==> src/design/rwd_pkg.sv <==
// Package for the route waypoint densifier: widths, option codes, register map,
// measure-unit handshake structs and a magnitude helper. No dependencies.
package rwd_pkg;

  localparam int MAX_RUN = 32;
  localparam int N_MAX   = (MAX_RUN > 5) ? MAX_RUN : 5;
  localparam int N_W     = $clog2(N_MAX + 1);
  localparam int R_W     = N_W + 2;

  localparam int CW      = 24;
  localparam int DW      = CW + 1;
  localparam int MAG_W   = CW;
  localparam int RT_W    = MAG_W + 1;
  localparam int SQ_W    = 2 * RT_W;
  localparam int REM_W   = RT_W + 4;
  localparam int STEP_W  = $clog2(RT_W + 1);
  localparam int SP_W    = 16;
  localparam int OPT_W   = 4;
  localparam int APB_AW  = 3;
  localparam int APB_DW  = 32;

  localparam logic [SP_W-1:0] SPACING_RESET = 16'd512;
  localparam logic            REG_SPACING   = 1'b0;

  localparam logic [OPT_W-1:0] OPT_LINE_A  = 4'd3;
  localparam logic [OPT_W-1:0] OPT_LINE_B  = 4'd4;
  localparam logic [OPT_W-1:0] OPT_CURVE_A = 4'd5;
  localparam logic [OPT_W-1:0] OPT_CURVE_B = 4'd6;

  localparam logic [N_W-1:0] CURVE_N   = N_W'(4);
  localparam logic [N_W-1:0] CURVE_PTS = N_W'(5);

  typedef struct packed {
    logic          start;
    logic [DW-1:0] dx;
    logic [DW-1:0] dy;
  } meas_req_t;

  typedef struct packed {
    logic           done;
    logic [N_W-1:0] n;
  } meas_res_t;

  // magnitude of a segment delta (never exceeds MAG_W bits)
  function automatic logic [MAG_W-1:0] abs_mag(input logic [DW-1:0] d);
    logic [DW-1:0] neg;
    neg = -d;
    return d[DW-1] ? neg[MAG_W-1:0] : d[MAG_W-1:0];
  endfunction

endpackage

==> src/design/rwd_if.sv <==
// Stream interfaces of the densifier: waypoints in, points out.
// Depends on rwd_pkg.
interface rwd_wp_if import rwd_pkg::*; ();
  logic             valid;
  logic             ready;
  logic [CW-1:0]    pos_x;
  logic [CW-1:0]    pos_y;
  logic [OPT_W-1:0] road_option;
  logic             route_end;

  modport source (output valid, pos_x, pos_y, road_option, route_end, input ready);
  modport sink   (input valid, pos_x, pos_y, road_option, route_end, output ready);
endinterface

interface rwd_pt_if import rwd_pkg::*; ();
  logic             valid;
  logic             ready;
  logic [CW-1:0]    out_x;
  logic [CW-1:0]    out_y;
  logic [OPT_W-1:0] out_option;
  logic             run_last;

  modport source (output valid, out_x, out_y, out_option, run_last, input ready);
  modport sink   (input valid, out_x, out_y, out_option, run_last, output ready);
endinterface

==> src/design/route_waypoint_densifier_core.sv <==
// Route waypoint densifier top level: waypoint state, segment sequencer,
// bit-serial divider and point stepper. Depends on rwd_pkg, rwd_if, rwd_measure.
//
//  channel | dir | transfer when        | payload
//  wp      | in  | valid && ready       | pos_x, pos_y, road_option, route_end
//  pt      | out | valid && ready       | out_x, out_y, out_option, run_last
//  apb     | in  | psel&penable&pwrite  | point_spacing at byte address 0
//
// A waypoint that emits nothing is taken in the idle state; a measured segment adds the
// start, squares, root, count (up to MAX_RUN spacings) and hand-off steps.
// Each run then passes the serial divider and emits one point per cycle unless pt stalls.
// wp.ready is high only while the sequencer is idle. A stalled pt holds its
// register and the stepper waits. Reset clears waypoint state and spacing to 2.0.
module route_waypoint_densifier_core import rwd_pkg::*; (
  input  logic              clk,
  input  logic              rst,
  rwd_wp_if.sink            wp,
  rwd_pt_if.source          pt,
  input  logic              psel,
  input  logic              penable,
  input  logic              pwrite,
  input  logic [APB_AW-1:0] paddr,
  input  logic [APB_DW-1:0] pwdata,
  output logic [APB_DW-1:0] prdata,
  output logic              pready
);

  typedef enum logic [2:0] {S_IDLE, S_MEAS, S_DLOAD, S_DIV, S_FIX, S_EMIT} state_t;

  state_t            state;
  logic [SP_W-1:0]   spacing;

  // waypoint history
  logic [CW-1:0]     older_x, older_y, newer_x, newer_y;
  logic [OPT_W-1:0]  older_opt, newer_opt;
  logic              held, pending;

  // measured segment (linear run or curve tail)
  logic [CW-1:0]     m_x, m_y;
  logic [DW-1:0]     m_dx, m_dy;
  logic [OPT_W-1:0]  m_opt;
  logic              tail_mode, meas_go;
  logic              tail_pend;
  logic [N_W-1:0]    tail_n;

  // current run
  logic [CW-1:0]     seg_x, seg_y;
  logic [DW-1:0]     del_x, del_y;
  logic [OPT_W-1:0]  seg_opt;
  logic [N_W-1:0]    div_n, pts;

  // divider and stepper
  logic [MAG_W-1:0]  dsx, dsy;
  logic [N_W-1:0]    rx, ry;
  logic              negx, negy;
  logic [STEP_W-1:0] dstep;
  logic [DW-1:0]     stq_x, stq_y;
  logic [R_W-1:0]    r2x, r2y, racc_x, racc_y;
  logic [CW-1:0]     pt_x, pt_y;

  // output register
  logic              ovalid, o_last;
  logic [CW-1:0]     o_x, o_y;
  logic [OPT_W-1:0]  o_opt;

  meas_req_t         mreq;
  meas_res_t         mres;

  logic [DW-1:0]     in_dx, in_dy, cur_dx, cur_dy;
  logic              nz, is_line, is_curve;
  logic [N_W:0]      rsh_x, rsh_y;
  logic              gex, gey;
  logic [DW-1:0]     qx_ext, qy_ext, qx_neg, qy_neg, fix_qx, fix_qy;
  logic [R_W-1:0]    fix_rx, fix_ry, twon, sum_x, sum_y;
  logic              cx, cy, can_load;
  logic [N_W-1:0]    meas_n;

  // segment deltas and option decode
  always_comb begin
    in_dx    = {wp.pos_x[CW-1], wp.pos_x} - {newer_x[CW-1], newer_x};
    in_dy    = {wp.pos_y[CW-1], wp.pos_y} - {newer_y[CW-1], newer_y};
    cur_dx   = {newer_x[CW-1], newer_x} - {older_x[CW-1], older_x};
    cur_dy   = {newer_y[CW-1], newer_y} - {older_y[CW-1], older_y};
    nz       = (in_dx != '0) || (in_dy != '0);
    is_line  = (newer_opt == OPT_LINE_A) || (newer_opt == OPT_LINE_B);
    is_curve = (newer_opt == OPT_CURVE_A) || (newer_opt == OPT_CURVE_B);
    meas_n   = (mres.n > N_W'(1)) ? mres.n : N_W'(1);
  end

  // divider step and floor fixup
  always_comb begin
    rsh_x  = {rx, dsx[MAG_W-1]};
    rsh_y  = {ry, dsy[MAG_W-1]};
    gex    = rsh_x >= {1'b0, div_n};
    gey    = rsh_y >= {1'b0, div_n};
    qx_ext = {1'b0, dsx};
    qy_ext = {1'b0, dsy};
    qx_neg = -qx_ext;
    qy_neg = -qy_ext;
    fix_qx = !negx ? qx_ext : ((rx == '0) ? qx_neg : qx_neg - 1'b1);
    fix_qy = !negy ? qy_ext : ((ry == '0) ? qy_neg : qy_neg - 1'b1);
    fix_rx = (negx && rx != '0) ? {1'b0, div_n - rx, 1'b0} : {1'b0, rx, 1'b0};
    fix_ry = (negy && ry != '0) ? {1'b0, div_n - ry, 1'b0} : {1'b0, ry, 1'b0};
  end

  // point stepper: remainder accumulates against 2n
  always_comb begin
    twon     = {1'b0, div_n, 1'b0};
    sum_x    = racc_x + r2x;
    sum_y    = racc_y + r2y;
    cx       = sum_x >= twon;
    cy       = sum_y >= twon;
    can_load = !ovalid || pt.ready;
  end

  assign mreq.start = meas_go;
  assign mreq.dx    = m_dx;
  assign mreq.dy    = m_dy;

  rwd_measure u_meas (
    .clk     (clk),
    .rst     (rst),
    .req     (mreq),
    .spacing (spacing),
    .res     (mres)
  );

  // config register
  always_ff @(posedge clk) begin
    if (rst) begin
      spacing <= SPACING_RESET;
    end else if (psel && penable && pwrite && paddr[APB_AW-1:2] == REG_SPACING) begin
      spacing <= pwdata[SP_W-1:0];
    end
  end

  assign prdata = (paddr[APB_AW-1:2] == REG_SPACING) ? APB_DW'(spacing) : '0;
  assign pready = 1'b1;

  // sequencer, waypoint state and output register
  always_ff @(posedge clk) begin
    if (rst) begin
      state     <= S_IDLE;
      held      <= 1'b0;
      pending   <= 1'b0;
      older_x   <= '0;
      older_y   <= '0;
      older_opt <= '0;
      newer_x   <= '0;
      newer_y   <= '0;
      newer_opt <= '0;
      meas_go   <= 1'b0;
      tail_pend <= 1'b0;
      ovalid    <= 1'b0;
    end else begin
      meas_go <= 1'b0;
      if (pt.valid && pt.ready) ovalid <= 1'b0;

      unique case (state)
        S_IDLE: begin
          if (wp.valid) begin
            // pick the work for this waypoint
            if (pending) begin
              seg_x     <= older_x;
              seg_y     <= older_y;
              del_x     <= cur_dx;
              del_y     <= cur_dy;
              div_n     <= CURVE_N;
              pts       <= CURVE_PTS;
              seg_opt   <= older_opt;
              m_x       <= newer_x;
              m_y       <= newer_y;
              m_dx      <= in_dx;
              m_dy      <= in_dy;
              tail_mode <= 1'b1;
              meas_go   <= 1'b1;
              state     <= S_MEAS;
            end else if (held && nz) begin
              if (is_line) begin
                m_x       <= newer_x;
                m_y       <= newer_y;
                m_dx      <= in_dx;
                m_dy      <= in_dy;
                m_opt     <= newer_opt;
                tail_mode <= 1'b0;
                meas_go   <= 1'b1;
                state     <= S_MEAS;
              end else if (is_curve) begin
                if (wp.route_end) begin
                  seg_x     <= newer_x;
                  seg_y     <= newer_y;
                  del_x     <= in_dx;
                  del_y     <= in_dy;
                  div_n     <= CURVE_N;
                  pts       <= CURVE_PTS;
                  seg_opt   <= newer_opt;
                  tail_pend <= 1'b0;
                  state     <= S_DLOAD;
                end
              end else begin
                seg_x     <= newer_x;
                seg_y     <= newer_y;
                del_x     <= in_dx;
                del_y     <= in_dy;
                div_n     <= N_W'(1);
                pts       <= N_W'(1);
                seg_opt   <= newer_opt;
                tail_pend <= 1'b0;
                state     <= S_DLOAD;
              end
            end

            // update waypoint history
            if (!pending && held && nz && is_curve && !wp.route_end) begin
              older_x   <= newer_x;
              older_y   <= newer_y;
              older_opt <= newer_opt;
              newer_x   <= wp.pos_x;
              newer_y   <= wp.pos_y;
              newer_opt <= wp.road_option;
              pending   <= 1'b1;
            end else if (wp.route_end) begin
              older_x   <= '0;
              older_y   <= '0;
              older_opt <= '0;
              newer_x   <= '0;
              newer_y   <= '0;
              newer_opt <= '0;
              held      <= 1'b0;
              pending   <= 1'b0;
            end else begin
              newer_x   <= wp.pos_x;
              newer_y   <= wp.pos_y;
              newer_opt <= wp.road_option;
              held      <= 1'b1;
              pending   <= 1'b0;
            end
          end
        end
        S_MEAS: begin
          if (mres.done) begin
            if (tail_mode) begin
              tail_pend <= mres.n > N_W'(1);
              tail_n    <= mres.n;
            end else begin
              seg_x     <= m_x;
              seg_y     <= m_y;
              del_x     <= m_dx;
              del_y     <= m_dy;
              seg_opt   <= m_opt;
              div_n     <= meas_n;
              pts       <= meas_n;
              tail_pend <= 1'b0;
            end
            state <= S_DLOAD;
          end
        end
        S_DLOAD: begin
          dsx   <= abs_mag(del_x);
          dsy   <= abs_mag(del_y);
          negx  <= del_x[DW-1];
          negy  <= del_y[DW-1];
          rx    <= '0;
          ry    <= '0;
          dstep <= '0;
          state <= S_DIV;
        end
        S_DIV: begin
          // restoring division, one quotient bit per cycle on each axis
          dsx   <= {dsx[MAG_W-2:0], gex};
          dsy   <= {dsy[MAG_W-2:0], gey};
          rx    <= gex ? N_W'(rsh_x - {1'b0, div_n}) : rsh_x[N_W-1:0];
          ry    <= gey ? N_W'(rsh_y - {1'b0, div_n}) : rsh_y[N_W-1:0];
          dstep <= dstep + 1'b1;
          if (dstep == STEP_W'(MAG_W - 1)) state <= S_FIX;
        end
        S_FIX: begin
          stq_x  <= fix_qx;
          stq_y  <= fix_qy;
          r2x    <= fix_rx;
          r2y    <= fix_ry;
          racc_x <= R_W'(div_n);
          racc_y <= R_W'(div_n);
          pt_x   <= seg_x;
          pt_y   <= seg_y;
          state  <= S_EMIT;
        end
        S_EMIT: begin
          if (can_load) begin
            o_x    <= pt_x;
            o_y    <= pt_y;
            o_opt  <= seg_opt;
            o_last <= (pts == N_W'(1)) && !tail_pend;
            ovalid <= 1'b1;
            pt_x   <= pt_x + stq_x[CW-1:0] + CW'(cx);
            pt_y   <= pt_y + stq_y[CW-1:0] + CW'(cy);
            racc_x <= cx ? sum_x - twon : sum_x;
            racc_y <= cy ? sum_y - twon : sum_y;
            pts    <= pts - 1'b1;
            if (pts == N_W'(1)) begin
              if (tail_pend) begin
                seg_x     <= m_x;
                seg_y     <= m_y;
                del_x     <= m_dx;
                del_y     <= m_dy;
                seg_opt   <= OPT_LINE_B;
                div_n     <= tail_n;
                pts       <= tail_n;
                tail_pend <= 1'b0;
                state     <= S_DLOAD;
              end else begin
                state <= S_IDLE;
              end
            end
          end
        end
        default: state <= S_IDLE;
      endcase
    end
  end

  assign wp.ready      = (state == S_IDLE);
  assign pt.valid      = ovalid;
  assign pt.out_x      = o_x;
  assign pt.out_y      = o_y;
  assign pt.out_option = o_opt;
  assign pt.run_last   = o_last;

endmodule

==> src/design/rwd_measure.sv <==
// Segment run-length unit: bit-serial squares, digit-serial square root,
// then counting spacings up to MAX_RUN. Depends on rwd_pkg.
module rwd_measure import rwd_pkg::*; (
  input  logic            clk,
  input  logic            rst,
  input  meas_req_t       req,
  input  logic [SP_W-1:0] spacing,
  output meas_res_t       res
);

  typedef enum logic [1:0] {M_IDLE, M_SQ, M_RT, M_CNT} mstate_t;

  mstate_t           state;
  logic [MAG_W-1:0]  mx, my;
  logic [SQ_W-1:0]   ax, ay, acc;
  logic [STEP_W-1:0] step;
  logic [REM_W-1:0]  rem;
  logic [RT_W-1:0]   root;
  logic [N_W-1:0]    cnt;
  logic [RT_W:0]     cacc;
  logic              done;

  logic [SP_W-1:0]   sp_eff;
  logic [SQ_W-1:0]   acc_next;
  logic [REM_W-1:0]  rem_sh, trial;
  logic              ge, cnt_go;

  // datapath for one step of each phase
  always_comb begin
    sp_eff   = (spacing == '0) ? SP_W'(1) : spacing;
    acc_next = acc + (mx[0] ? ax : '0) + (my[0] ? ay : '0);
    rem_sh   = {rem[REM_W-3:0], acc[SQ_W-1 -: 2]};
    trial    = {{(REM_W-RT_W-2){1'b0}}, root, 2'b01};
    ge       = rem_sh >= trial;
    cnt_go   = (cnt < N_W'(MAX_RUN)) && (cacc <= {1'b0, root});
  end

  // sequencer
  always_ff @(posedge clk) begin
    if (rst) begin
      state <= M_IDLE;
      done  <= 1'b0;
    end else begin
      done <= 1'b0;
      unique case (state)
        M_IDLE: begin
          if (req.start) begin
            mx    <= abs_mag(req.dx);
            my    <= abs_mag(req.dy);
            ax    <= SQ_W'(abs_mag(req.dx));
            ay    <= SQ_W'(abs_mag(req.dy));
            acc   <= '0;
            step  <= '0;
            state <= M_SQ;
          end
        end
        M_SQ: begin
          acc  <= acc_next;
          ax   <= ax << 1;
          ay   <= ay << 1;
          mx   <= mx >> 1;
          my   <= my >> 1;
          step <= step + 1'b1;
          if (step == STEP_W'(MAG_W - 1)) begin
            step  <= '0;
            rem   <= '0;
            root  <= '0;
            state <= M_RT;
          end
        end
        M_RT: begin
          rem  <= ge ? (rem_sh - trial) : rem_sh;
          root <= {root[RT_W-2:0], ge};
          acc  <= acc << 2;
          step <= step + 1'b1;
          if (step == STEP_W'(RT_W - 1)) begin
            cnt   <= '0;
            cacc  <= (RT_W+1)'(sp_eff);
            state <= M_CNT;
          end
        end
        M_CNT: begin
          if (cnt_go) begin
            cnt  <= cnt + 1'b1;
            cacc <= cacc + (RT_W+1)'(sp_eff);
          end else begin
            done  <= 1'b1;
            state <= M_IDLE;
          end
        end
        default: state <= M_IDLE;
      endcase
    end
  end

  assign res.done = done;
  assign res.n    = cnt;

endmodule

==> src/flat_wrapper.sv <==
// flat-port wrapper written by rule: the top's interface ports become plain ports
module route_waypoint_densifier_core_flat import rwd_pkg::*;
  (clk, rst, psel, penable, pwrite, paddr, pwdata, prdata, pready, wp_valid, wp_pos_x, wp_pos_y, wp_road_option, wp_route_end, wp_ready, pt_valid, pt_out_x, pt_out_y, pt_out_option, pt_run_last, pt_ready);
  rwd_wp_if wp_i ();
  rwd_pt_if pt_i ();
  input  logic clk;
  input  logic rst;
  input  logic psel;
  input  logic penable;
  input  logic pwrite;
  input  logic [APB_AW-1:0] paddr;
  input  logic [APB_DW-1:0] pwdata;
  output logic [APB_DW-1:0] prdata;
  output logic pready;
  input wire logic [$bits(wp_i.valid)-1:0] wp_valid;
  input wire logic [$bits(wp_i.pos_x)-1:0] wp_pos_x;
  input wire logic [$bits(wp_i.pos_y)-1:0] wp_pos_y;
  input wire logic [$bits(wp_i.road_option)-1:0] wp_road_option;
  input wire logic [$bits(wp_i.route_end)-1:0] wp_route_end;
  output wire logic [$bits(wp_i.ready)-1:0] wp_ready;
  output wire logic [$bits(pt_i.valid)-1:0] pt_valid;
  output wire logic [$bits(pt_i.out_x)-1:0] pt_out_x;
  output wire logic [$bits(pt_i.out_y)-1:0] pt_out_y;
  output wire logic [$bits(pt_i.out_option)-1:0] pt_out_option;
  output wire logic [$bits(pt_i.run_last)-1:0] pt_run_last;
  input wire logic [$bits(pt_i.ready)-1:0] pt_ready;
  assign wp_i.valid = wp_valid;
  assign wp_i.pos_x = wp_pos_x;
  assign wp_i.pos_y = wp_pos_y;
  assign wp_i.road_option = wp_road_option;
  assign wp_i.route_end = wp_route_end;
  assign wp_ready = wp_i.ready;
  assign pt_valid = pt_i.valid;
  assign pt_out_x = pt_i.out_x;
  assign pt_out_y = pt_i.out_y;
  assign pt_out_option = pt_i.out_option;
  assign pt_run_last = pt_i.run_last;
  assign pt_i.ready = pt_ready;
  route_waypoint_densifier_core u_core (.clk(clk), .rst(rst), .wp(wp_i), .pt(pt_i), .psel(psel), .penable(penable), .pwrite(pwrite), .paddr(paddr), .pwdata(pwdata), .prdata(prdata), .pready(pready));
endmodule
==> config.mk <==
export PLATFORM = sky130hd
export DESIGN_NAME = route_waypoint_densifier_core_flat
export DESIGN_NICKNAME = d
export VERILOG_FILES = /design/src/design/rwd_pkg.sv /design/src/design/rwd_if.sv /design/src/design/route_waypoint_densifier_core.sv /design/src/design/rwd_measure.sv /design/src/flat_wrapper.sv
export SDC_FILE = /design/constraint.sdc
export NUM_CORES = 2
export LEC_CHECK = 0
export BUFFER_PORTS_ARGS = -buffer_cell sky130_fd_sc_hd__buf_2
export CORE_UTILIZATION = 30
export DETAILED_ROUTE_END_ITERATION = 8
export PLACE_DENSITY_LB_ADDON = 0.2
export SLEW_MARGIN = 15
export SYNTH_ARGS = -nofsm -noshare
export SYNTH_HDL_FRONTEND = slang
export SYNTH_SLANG_ARGS = --single-unit
==> constraint.sdc <==
create_clock -name clk -period 30.7 [get_ports clk]
set_input_delay 6.14 -clock clk [delete_from_list [all_inputs] [get_ports clk]]
set_output_delay 6.14 -clock clk [all_outputs]
set_load 0.02 [all_outputs]
==> metrics.md <==
| Metric | Value |
|---|---|
| Multi-input logic area | 0.0284 mm^2 |
| P_leak | 23.3 nW |
| DIE AREA | 0.189 mm^2 |
| Final Setup Violations | 0 |
| Max Freq | 77.7 MHz |
| Beginning of the critical path | paddr[2] |
| Setup WS post-layout | 17.83 ns |
| Sequential cell area | 0.0252 mm^2 |
| Most used cell, CP | buf_2 |
| GR Util All Layers | 17.1% |
| Die W | 434 um |
| Status | completed |
| Setup crit end kind | output pin |
| Synth Area in Compound Gates | 18.1% |
| Hold wc startpoint | u_core.seg_opt[1] |
| Max Slew Vio Count | 0 |
| FP Rows | 158 |
| CTS tree | done |
| Post-synth EDFFs | 753 |
| Number of vias per cell | 5.07 |
| Worst path top cell family by delay | buffers and inverters |
| Syn avg cell area | 9.86 um^2 |
| Maxcap violations | 0 |
| H-Tree Depth | 3 |
| Vias in the first global route | 40900 |
| Final #Nets | 6194 |
| CP peak stage delay | 0.31 ns |
| Hold Crit Class | flop to flop |
| Synthesized flop and latch total | 884 |
| Worst Path Arrival | 6.73 ns |
| # IOs | 183 |
| First DRT Iteration DRCs | 2893 |
| Final std cells w/o fill | 8287 |
| CP Cell Sequence | buf_2 > nor2b_1 > buf_2 |
| Sequential area share after synthesis | 45.0% |
| WL per Instance | 19.7 um |
| CTS Buf Count | 109 |
| Synth cell types | 86 |
| Tmin final | 12.87 ns |
| Initial Util | 30.2% |
| Top FF cell, synth | edfxtp_1 |
| RR Startpoint | u_core.div_n[1] |
| Largest family of logic cells by synthesized area | compound AO/OA/AOI/OAI gates |
| Placed insts | 8079 |
| CTS resizes | 0 |
| Worst Clk Skew | 0.0700 ns |
| Peak VDD IR | 0.0503 mV |
| Highest-count cells in the layout ignoring fill and taps | 753 x edfxtp_1, 629 x nand2_1, 467 x a21oi_1 |
| Ys async rst share | 0% |
| DR DRC count | 0 |
| Area Growth Syn to Fin | 12.6% |
| RSZ-0062 raised after global routing | no |
| Startpoint types | input pin |
| Largest net degree at the start of global routing | 157 |
| Pwr Density | 52.7 mW/mm^2 |
| Commonest non-fill, non-tap cell in the layout | edfxtp_1 |
| Routed wire length | 163000 um |
| Max transition margin | 25.1% |
| First-pass GRT wire length | 250000 um |
| Worst Path Buf+Inv | 2 |
| Core Area | 0.185 mm^2 |
| Initial antenna violation count | 9 |
| Proportion of layout cells with a drive suffix above 1 | 9.71% |
| Die Ht | 434 um |
| Layout Utilization | 34.0% |
| Worst Path Required | 24.56 ns |
| Drt pass-1 iters | 5 |
| Warning count from the yosys run | 0 |
| CTS Buffer Depth | 3 |
| Post-synthesis mux area share | 0.897% |
| Number of filler cells placed in the layout | 19100 |
| Final hold vios | 0 |
| Total power | 3.32 mW |
| Clock Root Buffer | clkbuf_16 |
| WS Path Type | input pin to output pin |
| Final ANT Viol Nets | 0 |
| Post-synthesis xor/xnor area fraction | 6.02% |
| Input/output buffers | 147 |
| Mapped Area | 0.0561 mm^2 |
| Gate Count Post-Synth | 5683 |
| Setup TNS | 0 ns |
| Sinks on Clock Net | 884 |
| Global route overflow | 0 |
| Simple-Gate Fraction of Synth Area | 15.8% |
| Tcrit/Tclk final | 41.9% |
| Clock Latency Late Sink | 0.77 ns |
| Vias | 42000 |
| Cts hold-fix bufs | 0 |
| Clock transition at the registers of the reported paths | 0.06 ns |
| Dpl hpwl | 118000 um |
| Maximum fanout along the worst path | 18 |
| Worst-Margin Slew | 1.12 ns |
| Gpl congestion | 0.907 |
| Crit-path slowest cell | buf_2 |
| Post-CTS Setup Bufs | 0 |
| DP Worst Slack | 17.79 ns |
| Post-synthesis adder-cell area fraction | 9.56% |
==> per-layer routing <==
| metal | vias to the layer above | GRT usage (%) | wire (um) |
|---|---|---|---|
| met1 | 20500 | 23.8 | 77700 |
| met3 | 228 | 2.41 | 6620 |
| met2 | 769 | 27.4 | 74500 |
| li1 | 20600 | - | - |
| met4 | 2 | 4.72 | 4480 |
| met5 | - | 0 | 14 |
==> flip-flops by register name (all words and copies together), names as in the netlist, 25 cells and up <==
register / count
u_core.u_meas.ax: 50
u_core.u_meas.acc: 50
u_core.u_meas.root: 25
u_core.m_dx: 25
u_core.u_meas.ay: 50
u_core.u_meas.rem: 27
u_core.del_y: 25
u_core.m_dy: 25
u_core.del_x: 25
u_core.u_meas.cacc: 26
==> metrics by stage <==
stage,hold WS (ns),instance area (um^2)
finish,0.424,63100
global route,0.426,63100
CTS,0.424,63100
detailed placement,0.410,59300
global placement,0.407,59300
floorplan,0.400,56100
==> final cells by class <==
cell class | instances | area share [%]
clock inverters | 73 | 1.44
multi-input cells | 4166 | 45.1
diodes | 1 | 0.00397
flip-flops and latches | 884 | 40.0
repair buffers | 208 | 1.95
clock buffers | 133 | 4.59
well taps | 2480 | 4.92
inverters | 342 | 2.03
==> worst register-to-register path, cell delays in order (launching register included) <==
cell and delay, ns:
edfxtp_1 0.71, inv_1 0.46, ha_1 0.42, a21oi_1 0.15, o21bai_1 0.11, a21oi_1 0.15
o21bai_1 0.11, a31o_2 0.23, a211oi_2 0.81, inv_1 0.41, fa_1 0.52, inv_1 0.09
fa_1 0.20, nor2b_1 0.05, o21ai_0 0.22, a21oi_1 0.13, o21ai_0 0.48, a211oi_1 0.27
o31ai_1 0.57, o21ai_0 0.28, or4_1 0.45, a31oi_1 0.23, xor2_1 0.15, o21ai_0 0.07
==> power breakdown <==
part / internal (mW) / switching [mW] / total, mW
sequential: 1.37 / 0.0341 / 1.40
combinational: 0.198 / 0.352 / 0.550
clock: 0.805 / 0.568 / 1.37
total: 2.37 / 0.955 / 3.32
==> cells by family after synthesis <==
kind of cell / Yosys count
and+or+nand+nor: 1821
muxes: 48
AOI/OAI and AO/OA: 1507
DFF: 884
other: 2
xor gates and xnor gates: 385
adders and majority gates: 388
buffers and inverters: 648
==> cells in the mapped netlist (35+ instances only) <==
cell type	count	area share, %
edfxtp_1	753	40
nand2_1	631	4.2
a21oi_1	467	4.2
o21ai_0	412	3.7
nor2_1	353	2.4
inv_1	340	2.3
ha_1	321	7.2
clkbuf_1	260	1.7
xnor2_1	241	3.8
and2_1	198	2.2
nor3_1	155	1.4
xor2_1	144	2.3
dfxtp_1	131	4.7
a21o_1	125	1.7
nand3_1	94	0.84
fa_1	67	2.4
nor2b_1	67	0.75
nand2b_1	50	0.56
o41ai_2	49	1.4
a41oi_2	47	1.4
o21bai_1	44	0.59
o31ai_1	41	0.55
or3_1	41	0.46
nand4_1	40	0.45
and3_1	39	0.44
a31oi_1	37	0.41
a211oi_1	36	0.48
nand3b_1	35	0.47
==> final timing paths <==
check             cells past startpoint  slack, ns                       to
setup reg to reg                     23      23.12          u_core.pt_y[22]
hold / removal                        0       0.42  u_core.pt.out_option[1]
setup / recovery                      3      17.83                prdata[9]
hold reg to reg                       0       0.42  u_core.pt.out_option[1]
No activity file was read; power rests on OpenSTA's default activity.
